**src/rtl/core/rav_pkg.sv**
```systemverilog
// ----------------------------------------------------------------------------
// Rotor angle and velocity tracker: shared package
// Field widths, register indexes, reset values and the controller states.
// ----------------------------------------------------------------------------
package rav_pkg;

   // Payload field widths
   localparam int SAMPLE_ANGLE_W = 14;
   localparam int TIMESTAMP_W    = 32;
   localparam int TURN_COUNT_W   = 32;
   localparam int TOTAL_ANGLE_W  = 46;
   localparam int SPEED_W        = 32;

   // Configuration port
   localparam int CSR_IDX_W  = 2;
   localparam int CSR_DATA_W = 16;
   localparam int MIN_ELAPSED_W = 16;
   localparam int WRAP_THR_W    = 14;

   localparam logic [CSR_IDX_W-1:0] CSR_MIN_ELAPSED = 2'd0;
   localparam logic [CSR_IDX_W-1:0] CSR_WRAP_THR    = 2'd1;

   localparam logic [MIN_ELAPSED_W-1:0] MIN_ELAPSED_RST = 16'd100;
   localparam logic [WRAP_THR_W-1:0]    WRAP_THR_RST    = 14'd13107;

   // Default counts per revolution exponent
   localparam int DEF_ANGLE_BITS = 14;

   // Counts per second scale: microseconds per second
   localparam int SCALE_W = 20;
   localparam logic [SCALE_W-1:0] SPEED_SCALE = 20'd1000000;

   // Quotient bits below the saturation limit
   localparam int QUO_W = 31;
   localparam int CNT_W = 5;
   localparam logic [CNT_W-1:0] MUL_LAST = 5'(SCALE_W - 1);
   localparam logic [CNT_W-1:0] DIV_LAST = 5'(QUO_W - 1);

   localparam logic [SPEED_W-1:0] SPEED_POS_SAT = 32'h7FFF_FFFF;
   localparam logic [SPEED_W-1:0] SPEED_NEG_SAT = 32'h8000_0000;

   typedef enum logic [3:0] {
      ST_IDLE,
      ST_CHECK,
      ST_DELTA,
      ST_MAG,
      ST_MUL,
      ST_OVF,
      ST_DIV,
      ST_FIN,
      ST_DONE
   } rav_state_type;

endpackage

```
**src/rtl/core/rav_req_if.sv**
```systemverilog
// ----------------------------------------------------------------------------
// Sensor sample request channel
// Valid/ready channel carrying one angle sample with its timestamp.
// ----------------------------------------------------------------------------
interface rav_req_if;
   import rav_pkg::*;

   logic                      valid;
   logic                      ready;
   logic [SAMPLE_ANGLE_W-1:0] sample_angle;
   logic                      sample_error;
   logic [TIMESTAMP_W-1:0]    timestamp_us;

   modport source (output valid, output sample_angle, output sample_error,
                   output timestamp_us, input ready);
   modport sink   (input valid, input sample_angle, input sample_error,
                   input timestamp_us, output ready);
endinterface

```
**src/rtl/core/rav_rsp_if.sv**
```systemverilog
// ----------------------------------------------------------------------------
// Tracker result channel
// Valid/ready channel carrying multi-turn position and velocity.
// ----------------------------------------------------------------------------
interface rav_rsp_if;
   import rav_pkg::*;

   logic                            valid;
   logic                            ready;
   logic signed [TURN_COUNT_W-1:0]  turn_count;
   logic [SAMPLE_ANGLE_W-1:0]       shaft_angle;
   logic signed [TOTAL_ANGLE_W-1:0] total_angle;
   logic signed [SPEED_W-1:0]       speed;
   logic                            speed_updated;

   modport source (output valid, output turn_count, output shaft_angle,
                   output total_angle, output speed, output speed_updated,
                   input ready);
   modport sink   (input valid, input turn_count, input shaft_angle,
                   input total_angle, input speed, input speed_updated,
                   output ready);
endinterface

```
**src/rtl/core/rav_csr_if.sv**
```systemverilog
// ----------------------------------------------------------------------------
// Configuration write channel
// Valid/ready channel carrying a register index and write data.
// ----------------------------------------------------------------------------
interface rav_csr_if;
   import rav_pkg::*;

   logic                  valid;
   logic                  ready;
   logic [CSR_IDX_W-1:0]  index;
   logic [CSR_DATA_W-1:0] data;

   modport source (output valid, output index, output data, input ready);
   modport sink   (input valid, input index, input data, output ready);
endinterface

```
**src/rtl/core/rotor_angle_velocity_tracker.sv**
```systemverilog
// ----------------------------------------------------------------------------
// Rotor angle and velocity tracker
// Multi-turn position tracking and counts-per-second velocity estimation.
// ----------------------------------------------------------------------------
// One request is processed at a time. An error sample goes from acceptance
// straight to the done state. A sample with a negative or short interval passes
// the check state, and one with no motion passes the check, delta and magnitude
// states. A sample that updates the velocity goes on through the serial path:
// shift-add steps that scale the angle change by one million, one bit of the
// constant per cycle, then restoring-division steps, one quotient bit per cycle,
// which are skipped when the speed saturates. The next request is
// accepted in the cycle after the result is loaded into the output register,
// so a waiting result does not hold off the next request.
// ----------------------------------------------------------------------------
module rotor_angle_velocity_tracker #(
   parameter int ANGLE_BITS = rav_pkg::DEF_ANGLE_BITS
) (
   input  logic          clock,
   input  logic          reset,
   rav_req_if.sink       req_ch,
   rav_rsp_if.source     rsp_ch,
   rav_csr_if.sink       csr_ch
);
   import rav_pkg::*;

   localparam int DELTA_W = ANGLE_BITS + 34;
   localparam int PROD_W  = DELTA_W + SCALE_W;
   localparam int HI_W    = PROD_W - QUO_W;
   localparam logic [SAMPLE_ANGLE_W-1:0] AngleMask = (ANGLE_BITS >= SAMPLE_ANGLE_W) ?
      {SAMPLE_ANGLE_W{1'b1}} : SAMPLE_ANGLE_W'((1 << ANGLE_BITS) - 1);

   rav_state_type state_ff, state_in;

   // Configuration
   logic [MIN_ELAPSED_W-1:0]  min_elapsed_ff;
   logic [WRAP_THR_W-1:0]     wrap_thr_ff;

   // Tracking state
   logic [SAMPLE_ANGLE_W-1:0] last_angle_ff, ref_angle_ff;
   logic [TURN_COUNT_W-1:0]   rot_ff, ref_rot_ff;
   logic [TIMESTAMP_W-1:0]    last_time_ff, ref_time_ff;
   logic [SPEED_W-1:0]        vel_ff;

   // Working registers
   logic [TIMESTAMP_W-1:0]    el_ff;
   logic signed [DELTA_W-1:0] delta_ff;
   logic [DELTA_W-1:0]        mag_ff;
   logic                      neg_ff;
   logic                      sat_ff;
   logic                      upd_ff;
   logic [PROD_W-1:0]         acc_ff;
   logic [SCALE_W-1:0]        k_ff;
   logic [CNT_W-1:0]          cnt_ff;
   logic [QUO_W-1:0]          rem_ff;
   logic [QUO_W-1:0]          quo_ff;

   // Output register
   logic                      rsp_valid_ff;
   logic [TURN_COUNT_W-1:0]   rsp_turn_ff;
   logic [SAMPLE_ANGLE_W-1:0] rsp_angle_ff;
   logic [TOTAL_ANGLE_W-1:0]  rsp_total_ff;
   logic [SPEED_W-1:0]        rsp_speed_ff;
   logic                      rsp_upd_ff;

   logic                      req_fire;
   logic                      rsp_load;
   logic [SAMPLE_ANGLE_W-1:0] angle_in;
   logic signed [SAMPLE_ANGLE_W:0] step_in;
   logic [SAMPLE_ANGLE_W:0]   step_mag;
   logic                      wrap_in;
   logic [TIMESTAMP_W-1:0]    el_in;
   logic signed [TURN_COUNT_W:0]   drot;
   logic signed [SAMPLE_ANGLE_W:0] adiff;
   logic signed [DELTA_W-1:0] delta_in;
   logic [QUO_W-1:0]          divisor;
   logic [HI_W-1:0]           acc_hi;
   logic [QUO_W:0]            rem_try;
   logic                      rem_ge;
   logic [QUO_W:0]            rem_sub;
   logic [TOTAL_ANGLE_W-1:0]  total_in;
   logic                      el_ok;

   assign req_ch.ready = (state_ff == ST_IDLE);
   assign req_fire     = req_ch.valid && req_ch.ready;
   assign csr_ch.ready = 1'b1;

   // Wrap detection on the incoming sample
   assign angle_in = req_ch.sample_angle & AngleMask;
   assign step_in  = $signed({1'b0, angle_in}) - $signed({1'b0, last_angle_ff});
   assign step_mag = step_in[SAMPLE_ANGLE_W] ? 15'(-step_in) : 15'(step_in);
   assign wrap_in  = step_mag > {1'b0, wrap_thr_ff};
   assign el_in    = req_ch.timestamp_us - ref_time_ff;
   assign el_ok    = (el_ff >= {16'd0, min_elapsed_ff}) && (el_ff != '0);

   // Multi-turn change since the reference
   assign drot     = $signed({rot_ff[TURN_COUNT_W-1], rot_ff})
                   - $signed({ref_rot_ff[TURN_COUNT_W-1], ref_rot_ff});
   assign adiff    = $signed({1'b0, last_angle_ff}) - $signed({1'b0, ref_angle_ff});
   assign delta_in = (DELTA_W'(drot) <<< ANGLE_BITS) + DELTA_W'(adiff);

   // Divider datapath: one restoring step per cycle
   assign divisor  = el_ff[QUO_W-1:0];
   assign acc_hi   = acc_ff[PROD_W-1:QUO_W];
   assign rem_try  = {rem_ff, quo_ff[QUO_W-1]};
   assign rem_ge   = rem_try >= {1'b0, divisor};
   assign rem_sub  = rem_try - {1'b0, divisor};

   assign total_in = (TOTAL_ANGLE_W'(rot_ff) << ANGLE_BITS) + TOTAL_ANGLE_W'(last_angle_ff);
   assign rsp_load = (state_ff == ST_DONE) && (!rsp_valid_ff || rsp_ch.ready);

   // Hold the controller state
   always_ff @(posedge clock) begin
      if (reset) begin
         state_ff <= ST_IDLE;
      end else begin
         state_ff <= state_in;
      end
   end

   // Sequence the work of one request
   always_comb begin
      state_in = state_ff;
      case (state_ff)
         ST_IDLE: begin
            if (req_fire) begin
               state_in = req_ch.sample_error ? ST_DONE : ST_CHECK;
            end
         end
         ST_CHECK: begin
            if (el_ff[TIMESTAMP_W-1] || !el_ok) begin
               state_in = ST_DONE;
            end else begin
               state_in = ST_DELTA;
            end
         end
         ST_DELTA: state_in = ST_MAG;
         ST_MAG: begin
            state_in = (delta_ff == '0) ? ST_DONE : ST_MUL;
         end
         ST_MUL: begin
            if (cnt_ff == '0) begin
               state_in = ST_OVF;
            end
         end
         ST_OVF: begin
            state_in = (acc_hi >= HI_W'(divisor)) ? ST_FIN : ST_DIV;
         end
         ST_DIV: begin
            if (cnt_ff == '0) begin
               state_in = ST_FIN;
            end
         end
         ST_FIN:  state_in = ST_DONE;
         ST_DONE: begin
            if (rsp_load) begin
               state_in = ST_IDLE;
            end
         end
         default: state_in = ST_IDLE;
      endcase
   end

   // Write configuration registers
   always_ff @(posedge clock) begin
      if (reset) begin
         min_elapsed_ff <= MIN_ELAPSED_RST;
         wrap_thr_ff    <= WRAP_THR_RST;
      end else if (csr_ch.valid && csr_ch.ready) begin
         case (csr_ch.index)
            CSR_MIN_ELAPSED: min_elapsed_ff <= csr_ch.data[MIN_ELAPSED_W-1:0];
            CSR_WRAP_THR:    wrap_thr_ff    <= csr_ch.data[WRAP_THR_W-1:0];
            default: ;
         endcase
      end
   end

   // Update tracking state, reference and velocity
   always_ff @(posedge clock) begin
      if (reset) begin
         last_angle_ff <= '0;
         rot_ff        <= '0;
         last_time_ff  <= '0;
         ref_angle_ff  <= '0;
         ref_rot_ff    <= '0;
         ref_time_ff   <= '0;
         vel_ff        <= '0;
         upd_ff        <= 1'b0;
      end else begin
         case (state_ff)
            ST_IDLE: begin
               upd_ff <= 1'b0;
               if (req_fire && !req_ch.sample_error) begin
                  last_angle_ff <= angle_in;
                  last_time_ff  <= req_ch.timestamp_us;
                  if (wrap_in) begin
                     rot_ff <= step_in[SAMPLE_ANGLE_W] ? rot_ff + 32'd1 : rot_ff - 32'd1;
                  end
               end
            end
            ST_CHECK: begin
               if (el_ff[TIMESTAMP_W-1]) begin
                  ref_angle_ff <= last_angle_ff;
                  ref_rot_ff   <= rot_ff;
                  ref_time_ff  <= last_time_ff;
               end
            end
            ST_FIN: begin
               if (sat_ff) begin
                  vel_ff <= neg_ff ? SPEED_NEG_SAT : SPEED_POS_SAT;
               end else begin
                  vel_ff <= neg_ff ? -{1'b0, quo_ff} : {1'b0, quo_ff};
               end
               ref_angle_ff <= last_angle_ff;
               ref_rot_ff   <= rot_ff;
               ref_time_ff  <= last_time_ff;
               upd_ff       <= 1'b1;
            end
            default: ;
         endcase
      end
   end

   // Working datapath: elapsed time, change, scale and divide
   always_ff @(posedge clock) begin
      case (state_ff)
         ST_IDLE: begin
            el_ff <= el_in;
         end
         ST_DELTA: begin
            delta_ff <= delta_in;
         end
         ST_MAG: begin
            neg_ff <= delta_ff[DELTA_W-1];
            mag_ff <= delta_ff[DELTA_W-1] ? DELTA_W'(-delta_ff) : DELTA_W'(delta_ff);
            acc_ff <= '0;
            k_ff   <= SPEED_SCALE;
            cnt_ff <= MUL_LAST;
         end
         ST_MUL: begin
            acc_ff <= (acc_ff << 1) + (k_ff[SCALE_W-1] ? PROD_W'(mag_ff) : '0);
            k_ff   <= k_ff << 1;
            cnt_ff <= cnt_ff - CNT_W'(1);
         end
         ST_OVF: begin
            sat_ff <= acc_hi >= HI_W'(divisor);
            rem_ff <= acc_hi[QUO_W-1:0];
            quo_ff <= acc_ff[QUO_W-1:0];
            cnt_ff <= DIV_LAST;
         end
         ST_DIV: begin
            rem_ff <= rem_ge ? rem_sub[QUO_W-1:0] : rem_try[QUO_W-1:0];
            quo_ff <= {quo_ff[QUO_W-2:0], rem_ge};
            cnt_ff <= cnt_ff - CNT_W'(1);
         end
         default: ;
      endcase
   end

   // Output register: load when free or being drained
   always_ff @(posedge clock) begin
      if (reset) begin
         rsp_valid_ff <= 1'b0;
      end else if (rsp_load) begin
         rsp_valid_ff <= 1'b1;
      end else if (rsp_ch.ready) begin
         rsp_valid_ff <= 1'b0;
      end
   end

   always_ff @(posedge clock) begin
      if (rsp_load) begin
         rsp_turn_ff  <= rot_ff;
         rsp_angle_ff <= last_angle_ff;
         rsp_total_ff <= total_in;
         rsp_speed_ff <= vel_ff;
         rsp_upd_ff   <= upd_ff;
      end
   end

   assign rsp_ch.valid         = rsp_valid_ff;
   assign rsp_ch.turn_count    = $signed(rsp_turn_ff);
   assign rsp_ch.shaft_angle   = rsp_angle_ff;
   assign rsp_ch.total_angle   = $signed(rsp_total_ff);
   assign rsp_ch.speed         = $signed(rsp_speed_ff);
   assign rsp_ch.speed_updated = rsp_upd_ff;

   // Error samples leave the tracked angle alone
   a_error_holds: assert property (@(posedge clock) disable iff (reset)
      (req_fire && req_ch.sample_error) |=> (last_angle_ff == $past(last_angle_ff)))
      else $error("error sample changed the tracked angle");

   // Partial remainder stays below the divisor
   a_rem_bound: assert property (@(posedge clock) disable iff (reset)
      (state_ff == ST_DIV) |-> (rem_ff < divisor))
      else $error("divider remainder out of range");

   // A velocity update moves the reference to the current sample
   a_ref_moved: assert property (@(posedge clock) disable iff (reset)
      (state_ff == ST_FIN) |=> (ref_time_ff == last_time_ff && upd_ff))
      else $error("reference not taken after velocity update");

   // A result is loaded only from the done state and only when the slot frees
   a_load_slot: assert property (@(posedge clock) disable iff (reset)
      (rsp_valid_ff && !rsp_ch.ready && state_ff == ST_DONE) |=> (state_ff == ST_DONE))
      else $error("result dropped while output register was full");

endmodule

```
**src/flat_wrapper.sv**
```systemverilog
// flat-port wrapper written by rule: the top's interface ports become plain ports
module rotor_angle_velocity_tracker_flat import rav_pkg::*;
#(
   parameter int ANGLE_BITS = rav_pkg::DEF_ANGLE_BITS
)
  (clock, reset, req_ch_valid, req_ch_sample_angle, req_ch_sample_error, req_ch_timestamp_us, req_ch_ready, rsp_ch_valid, rsp_ch_turn_count, rsp_ch_shaft_angle, rsp_ch_total_angle, rsp_ch_speed, rsp_ch_speed_updated, rsp_ch_ready, csr_ch_valid, csr_ch_index, csr_ch_data, csr_ch_ready);
  rav_req_if req_ch_i ();
  rav_rsp_if rsp_ch_i ();
  rav_csr_if csr_ch_i ();
  input  logic clock;
  input  logic reset;
  input wire logic [$bits(req_ch_i.valid)-1:0] req_ch_valid;
  input wire logic [$bits(req_ch_i.sample_angle)-1:0] req_ch_sample_angle;
  input wire logic [$bits(req_ch_i.sample_error)-1:0] req_ch_sample_error;
  input wire logic [$bits(req_ch_i.timestamp_us)-1:0] req_ch_timestamp_us;
  output wire logic [$bits(req_ch_i.ready)-1:0] req_ch_ready;
  output wire logic [$bits(rsp_ch_i.valid)-1:0] rsp_ch_valid;
  output wire logic [$bits(rsp_ch_i.turn_count)-1:0] rsp_ch_turn_count;
  output wire logic [$bits(rsp_ch_i.shaft_angle)-1:0] rsp_ch_shaft_angle;
  output wire logic [$bits(rsp_ch_i.total_angle)-1:0] rsp_ch_total_angle;
  output wire logic [$bits(rsp_ch_i.speed)-1:0] rsp_ch_speed;
  output wire logic [$bits(rsp_ch_i.speed_updated)-1:0] rsp_ch_speed_updated;
  input wire logic [$bits(rsp_ch_i.ready)-1:0] rsp_ch_ready;
  input wire logic [$bits(csr_ch_i.valid)-1:0] csr_ch_valid;
  input wire logic [$bits(csr_ch_i.index)-1:0] csr_ch_index;
  input wire logic [$bits(csr_ch_i.data)-1:0] csr_ch_data;
  output wire logic [$bits(csr_ch_i.ready)-1:0] csr_ch_ready;
  assign req_ch_i.valid = req_ch_valid;
  assign req_ch_i.sample_angle = req_ch_sample_angle;
  assign req_ch_i.sample_error = req_ch_sample_error;
  assign req_ch_i.timestamp_us = req_ch_timestamp_us;
  assign req_ch_ready = req_ch_i.ready;
  assign rsp_ch_valid = rsp_ch_i.valid;
  assign rsp_ch_turn_count = rsp_ch_i.turn_count;
  assign rsp_ch_shaft_angle = rsp_ch_i.shaft_angle;
  assign rsp_ch_total_angle = rsp_ch_i.total_angle;
  assign rsp_ch_speed = rsp_ch_i.speed;
  assign rsp_ch_speed_updated = rsp_ch_i.speed_updated;
  assign rsp_ch_i.ready = rsp_ch_ready;
  assign csr_ch_i.valid = csr_ch_valid;
  assign csr_ch_i.index = csr_ch_index;
  assign csr_ch_i.data = csr_ch_data;
  assign csr_ch_ready = csr_ch_i.ready;
  rotor_angle_velocity_tracker #(.ANGLE_BITS(ANGLE_BITS)) u_core (.clock(clock), .reset(reset), .req_ch(req_ch_i), .rsp_ch(rsp_ch_i), .csr_ch(csr_ch_i));
endmodule
```
**config.mk**
```make
export PLATFORM = sky130hd
export DESIGN_NAME = rotor_angle_velocity_tracker_flat
export DESIGN_NICKNAME = d
export VERILOG_FILES = /design/src/rtl/core/rav_pkg.sv /design/src/rtl/core/rav_req_if.sv /design/src/rtl/core/rav_rsp_if.sv /design/src/rtl/core/rav_csr_if.sv /design/src/rtl/core/rotor_angle_velocity_tracker.sv /design/src/flat_wrapper.sv
export SDC_FILE = /design/constraint.sdc
export NUM_CORES = 1
export LEC_CHECK = 0
export BUFFER_PORTS_ARGS = -buffer_cell sky130_fd_sc_hd__buf_2
export CORE_MARGIN = 4
export CORE_UTILIZATION = 54
export DETAILED_ROUTE_END_ITERATION = 8
export PLACE_DENSITY = 0.76
export SYNTH_ARGS = -nofsm -noshare
export SYNTH_HDL_FRONTEND = slang
export SYNTH_SLANG_ARGS = --single-unit
```
**constraint.sdc**
```tcl
create_clock -name clock -period 9.15 [get_ports clock]
set_input_delay 0.4575 -clock clock [delete_from_list [all_inputs] [get_ports clock]]
set_output_delay 0.4575 -clock clock [all_outputs]
set_load 0.01 [all_outputs]
```
==> flow_summary_export.csv <==
group,metric,value,unit
status,status,"finished clean",
setup_path,crit_chain,"inv_1 > ha_1 > fa_1 > nor2b_1 > o21ai_0 > a21boi_0 > o21ai_0 > a21boi_0 > o21ai_0 > a21boi_0 > o21ai_0 > a21oi_1 > a31oi_2 > buf_4 > ha_1 > a2111oi_0 > a211o_1 > a21oi_1 > o211ai_1 > nor2_1 > o41ai_1 > or4b_2 > o311ai_0",
placed_design,dp_hpwl,63300,um
clock_tree,cts_sinks,582,
cells_and_area,final_cell_mix,"601 x nand2_1, 433 x a21oi_1, 358 x edfxtp_1",
placed_design,dp_worst_setup_slack,2.71,ns
clock_tree,hold_buffers,0,
placed_design,port_buffers,196,
clock_tree,cts_resized,0,
sta,fin_crit,6.42,ns
power,p_leak,0.0159,uW
floorplanning,initial_core_util,54.9,%
route,via_per_inst,5.80,
sta,final.setup.tns,0,ns
cells_and_area,syn_to_final_growth,9.87,%
synthesis,syn_avg_cell_area,8.94,sq um
setup_path,r2r_slack,2.73,ns
global_route,grt_pass1_vias,27550,
synthesis,ys_seq_elements,582,
setup_path,cp_data_required_time,9.58,ns
setup_path,crit_type,"flop to flop",
sta,worst_pin_slew,1.17,ns
setup_path,reg2reg_from,"u_core.last_angle_ff[0]",
synthesis,synthTopCellsByArea,"edfxtp_1 30%, dfxtp_1 12%, ha_1 10%",
route,firstDrtPassIters,6,
floorplanning,placementRows,94,
global_route,grt_usage,23.6,%
cells_and_area,nNetsFinal,4547,
floorplanning,chipHeight,268,um
global_route,antenna_found_initial,0,
route,drcViolationCount,0,
sta,rsz0062_at_grt,"no",
floorplanning,num_io_pins,198,
clock_tree,numCtsBuffers,60,
setup_path,cp_num_cells,23,
min_path,hp-class,"input pin to flop",
route,antenna_left,0,
sta,hold_violations,0,
setup_path,critPathMostFrequentCell,"o21ai_0",
floorplanning,core_area,66300,sq um
clock_tree,clk_latency,0.65,ns
setup_path,crit_fanout,33,
setup_path,arrival,6.85,ns
setup_path,critical-path-top-delay-family,"compound AO/OA/AOI/OAI gates",
global_route,grt_max_degree,83,
cells_and_area,fin_area,40000,sq um
sta,maxSlewViolCount,0,
synthesis,synth_top_area_share,29.5,%
route,detail_route.wl_per_cell,17.1,um
clock_tree,cts_max_level,2,
route,routed-via-count,29499,
synthesis,netlist_instances,4072,
power,power.density,224,nW/um^2
setup_path,rr_endpoint,"u_core.delta_ff[46]",
setup_path,critPathSlowestCell,"or4b_2",
floorplanning,die_x,268,um
sta,slew_headroom,21.9,%
synthesis,ys_async_sr_fraction,0,%
power,ir_worst_vdd,0.224,mV
setup_path,reg2reg_depth,23,
setup_path,crit_buf_inv,2,
synthesis,synth.distinct_cells,80,
synthesis,seq_area_frac_synth,41.8,%
global_route,grt.overflow.total,0,
cells_and_area,drive_gt1_share,8.86,%
synthesis,ys.flop_type,"edfxtp_1",
clock_tree,tritoncts,"yes",
clock_tree,post_cts_buffers,0,
clock_tree,clk_pin_slew,0.07,ns
sta,hold_ws,0.0573,ns
cells_and_area,n_antenna_cell,0,
synthesis,synth_nets,4448,
sta,setup_ws,2.73,ns
global_route,grt_pass1_wl,140000,um
setup_path,start_kind,"flop",
setup_path,crit_end,"u_core.delta_ff[46]",
floorplanning,die_area,71600,sq um
synthesis,synth_edf_count,358,
sta,fmax,0.156,GHz
route,drt_wl_total,86900,um
placed_design,place_congestion,0.926,
synthesis,synth_area,36400,sq um
setup_path,worst_path_largest_cell_delay,0.61,ns
cells_and_area,final_common_cell,"nand2_1",
run,maxCapViolCount,0,
synthesis,synth_top_area_cell,"edfxtp_1",
synthesis,ys_warn_count,0,
route,first_iter_violations,2227,
clock_tree,cts.path.max_buffers,3,
clock_tree,cts-root-buf,"clkbuf_16",
placed_design,placed_cell_area,37900,sq um
setup_path,critPathLaunch,"u_core.last_angle_ff[0]",
sta,finalClockSkew,0.0513,ns
sta,finalSetupViolCount,0,
setup_path,endpoint_kind,"flop",
sta,final.period_utilization,70.2,%
## worst min-delay path by stage
stage,start,to,depth (start not counted)
global placement,u_core.vel_ff[22],u_core.rsp_ch.speed[22],0
detailed placement,u_core.vel_ff[17],u_core.rsp_ch.speed[17],0
floorplan,u_core.vel_ff[0],u_core.rsp_ch.speed[0],0
CTS,req_ch_timestamp_us[26],u_core.last_time_ff[26],3
global route,req_ch_timestamp_us[25],u_core.last_time_ff[25],3
finish,req_ch_timestamp_us[14],u_core.last_time_ff[14],3
## cell families after synthesis
| group | count (synthesis) | synth area share (%) |
|---|---|---|
| simple gates | 1382 | 17.4 |
| compound gates | 1106 | 18.8 |
| flops | 582 | 41.8 |
| buf+inv | 433 | 4.95 |
| fa+ha+maj | 306 | 10.7 |
| xor+xnor | 246 | 5.92 |
| mux | 16 | 0.443 |
| other cells | 1 | 0.0103 |
## report_power, final
| part | switching, uW | total [uW] | internal [uW] |
|---|---|---|---|
| clock | 1090 | 2570 | 1480 |
| combinational | 1800 | 3170 | 1360 |
| sequential | 134 | 3210 | 3080 |
| total | 3030 | 8950 | 5920 |
## cells in the mapped netlist, types with 39 or more instances
| library cell | count |
|---|---|
| a21oi_1 | 433 |
| xnor2_1 | 168 |
| inv_1 | 245 |
| o21ai_0 | 207 |
| nand2_1 | 603 |
| nor2_1 | 318 |
| buf_4 | 47 |
| dfxtp_1 | 224 |
| nor2b_1 | 43 |
| edfxtp_1 | 358 |
| nand3_1 | 49 |
| and3_1 | 39 |
| nor3_1 | 69 |
| a31oi_1 | 43 |
| o21a_1 | 39 |
| clkbuf_1 | 132 |
| ha_1 | 298 |
| xor2_1 | 78 |
| and2_1 | 62 |
| nand2b_1 | 45 |
| a21o_1 | 112 |
## layer usage
metal / global-route usage (%) / part of all wire [%]
met5: 0 / 0
met4: 6.87 / 2.9
met3: 3.13 / 5.5
met2: 38.8 / 46
met1: 32.8 / 45
## sequential cells by signal, summed over array words and instances (netlist names), 4 cells and up
name / cells
u_core.state_ff: 4
u_core.quo_ff: 31
u_core.ref_angle_ff: 14
u_core.ref_time_ff: 32
u_core.ref_rot_ff: 32
u_core.wrap_thr_ff: 14
u_core.rsp_ch.total_angle: 46
u_core.acc_ff: 68
u_core.rsp_ch.speed: 32
u_core.vel_ff: 32
u_core.min_elapsed_ff: 16
u_core.last_angle_ff: 14
u_core.cnt_ff: 5
u_core.rem_ff: 31
u_core.mag_ff: 48
u_core.last_time_ff: 32
u_core.el_ff: 32
u_core.delta_ff: 48
u_core.k_ff: 14
u_core.rot_ff: 32
## stage by stage
| stage | power [uW] | utilization [%] | instances |
|---|---|---|---|
| 3_5_place_dp | 6390 | 57.1 | 4973 |
| 3_3_place_gp | 6330 | 57.1 | 4973 |
| 2_1_floorplan | 5750 | - | 4072 |
| 6_report | 8950 | 60.3 | 5087 |
| 5_1_grt | 9500 | 60.3 | 5087 |
| 4_1_cts | 8970 | 60.3 | 5087 |
## cell type report
cell class / count / area (sq um)
Fill cell: 5683 / 26300
Multi-Input combinational cell: 3057 / 19500
Sequential cell: 582 / 15200
Clock buffer: 83 / 1760
Timing Repair Buffer: 225 / 1200
Tap cell: 864 / 1080
Inverter: 245 / 920
Clock inverter: 31 / 340
## worst min-delay path, stage by stage
cell,delay [ns]
buf_2,0.11
nand2_1,0.05
a21oi_1,0.05
(Power assumes the default switching activity.)
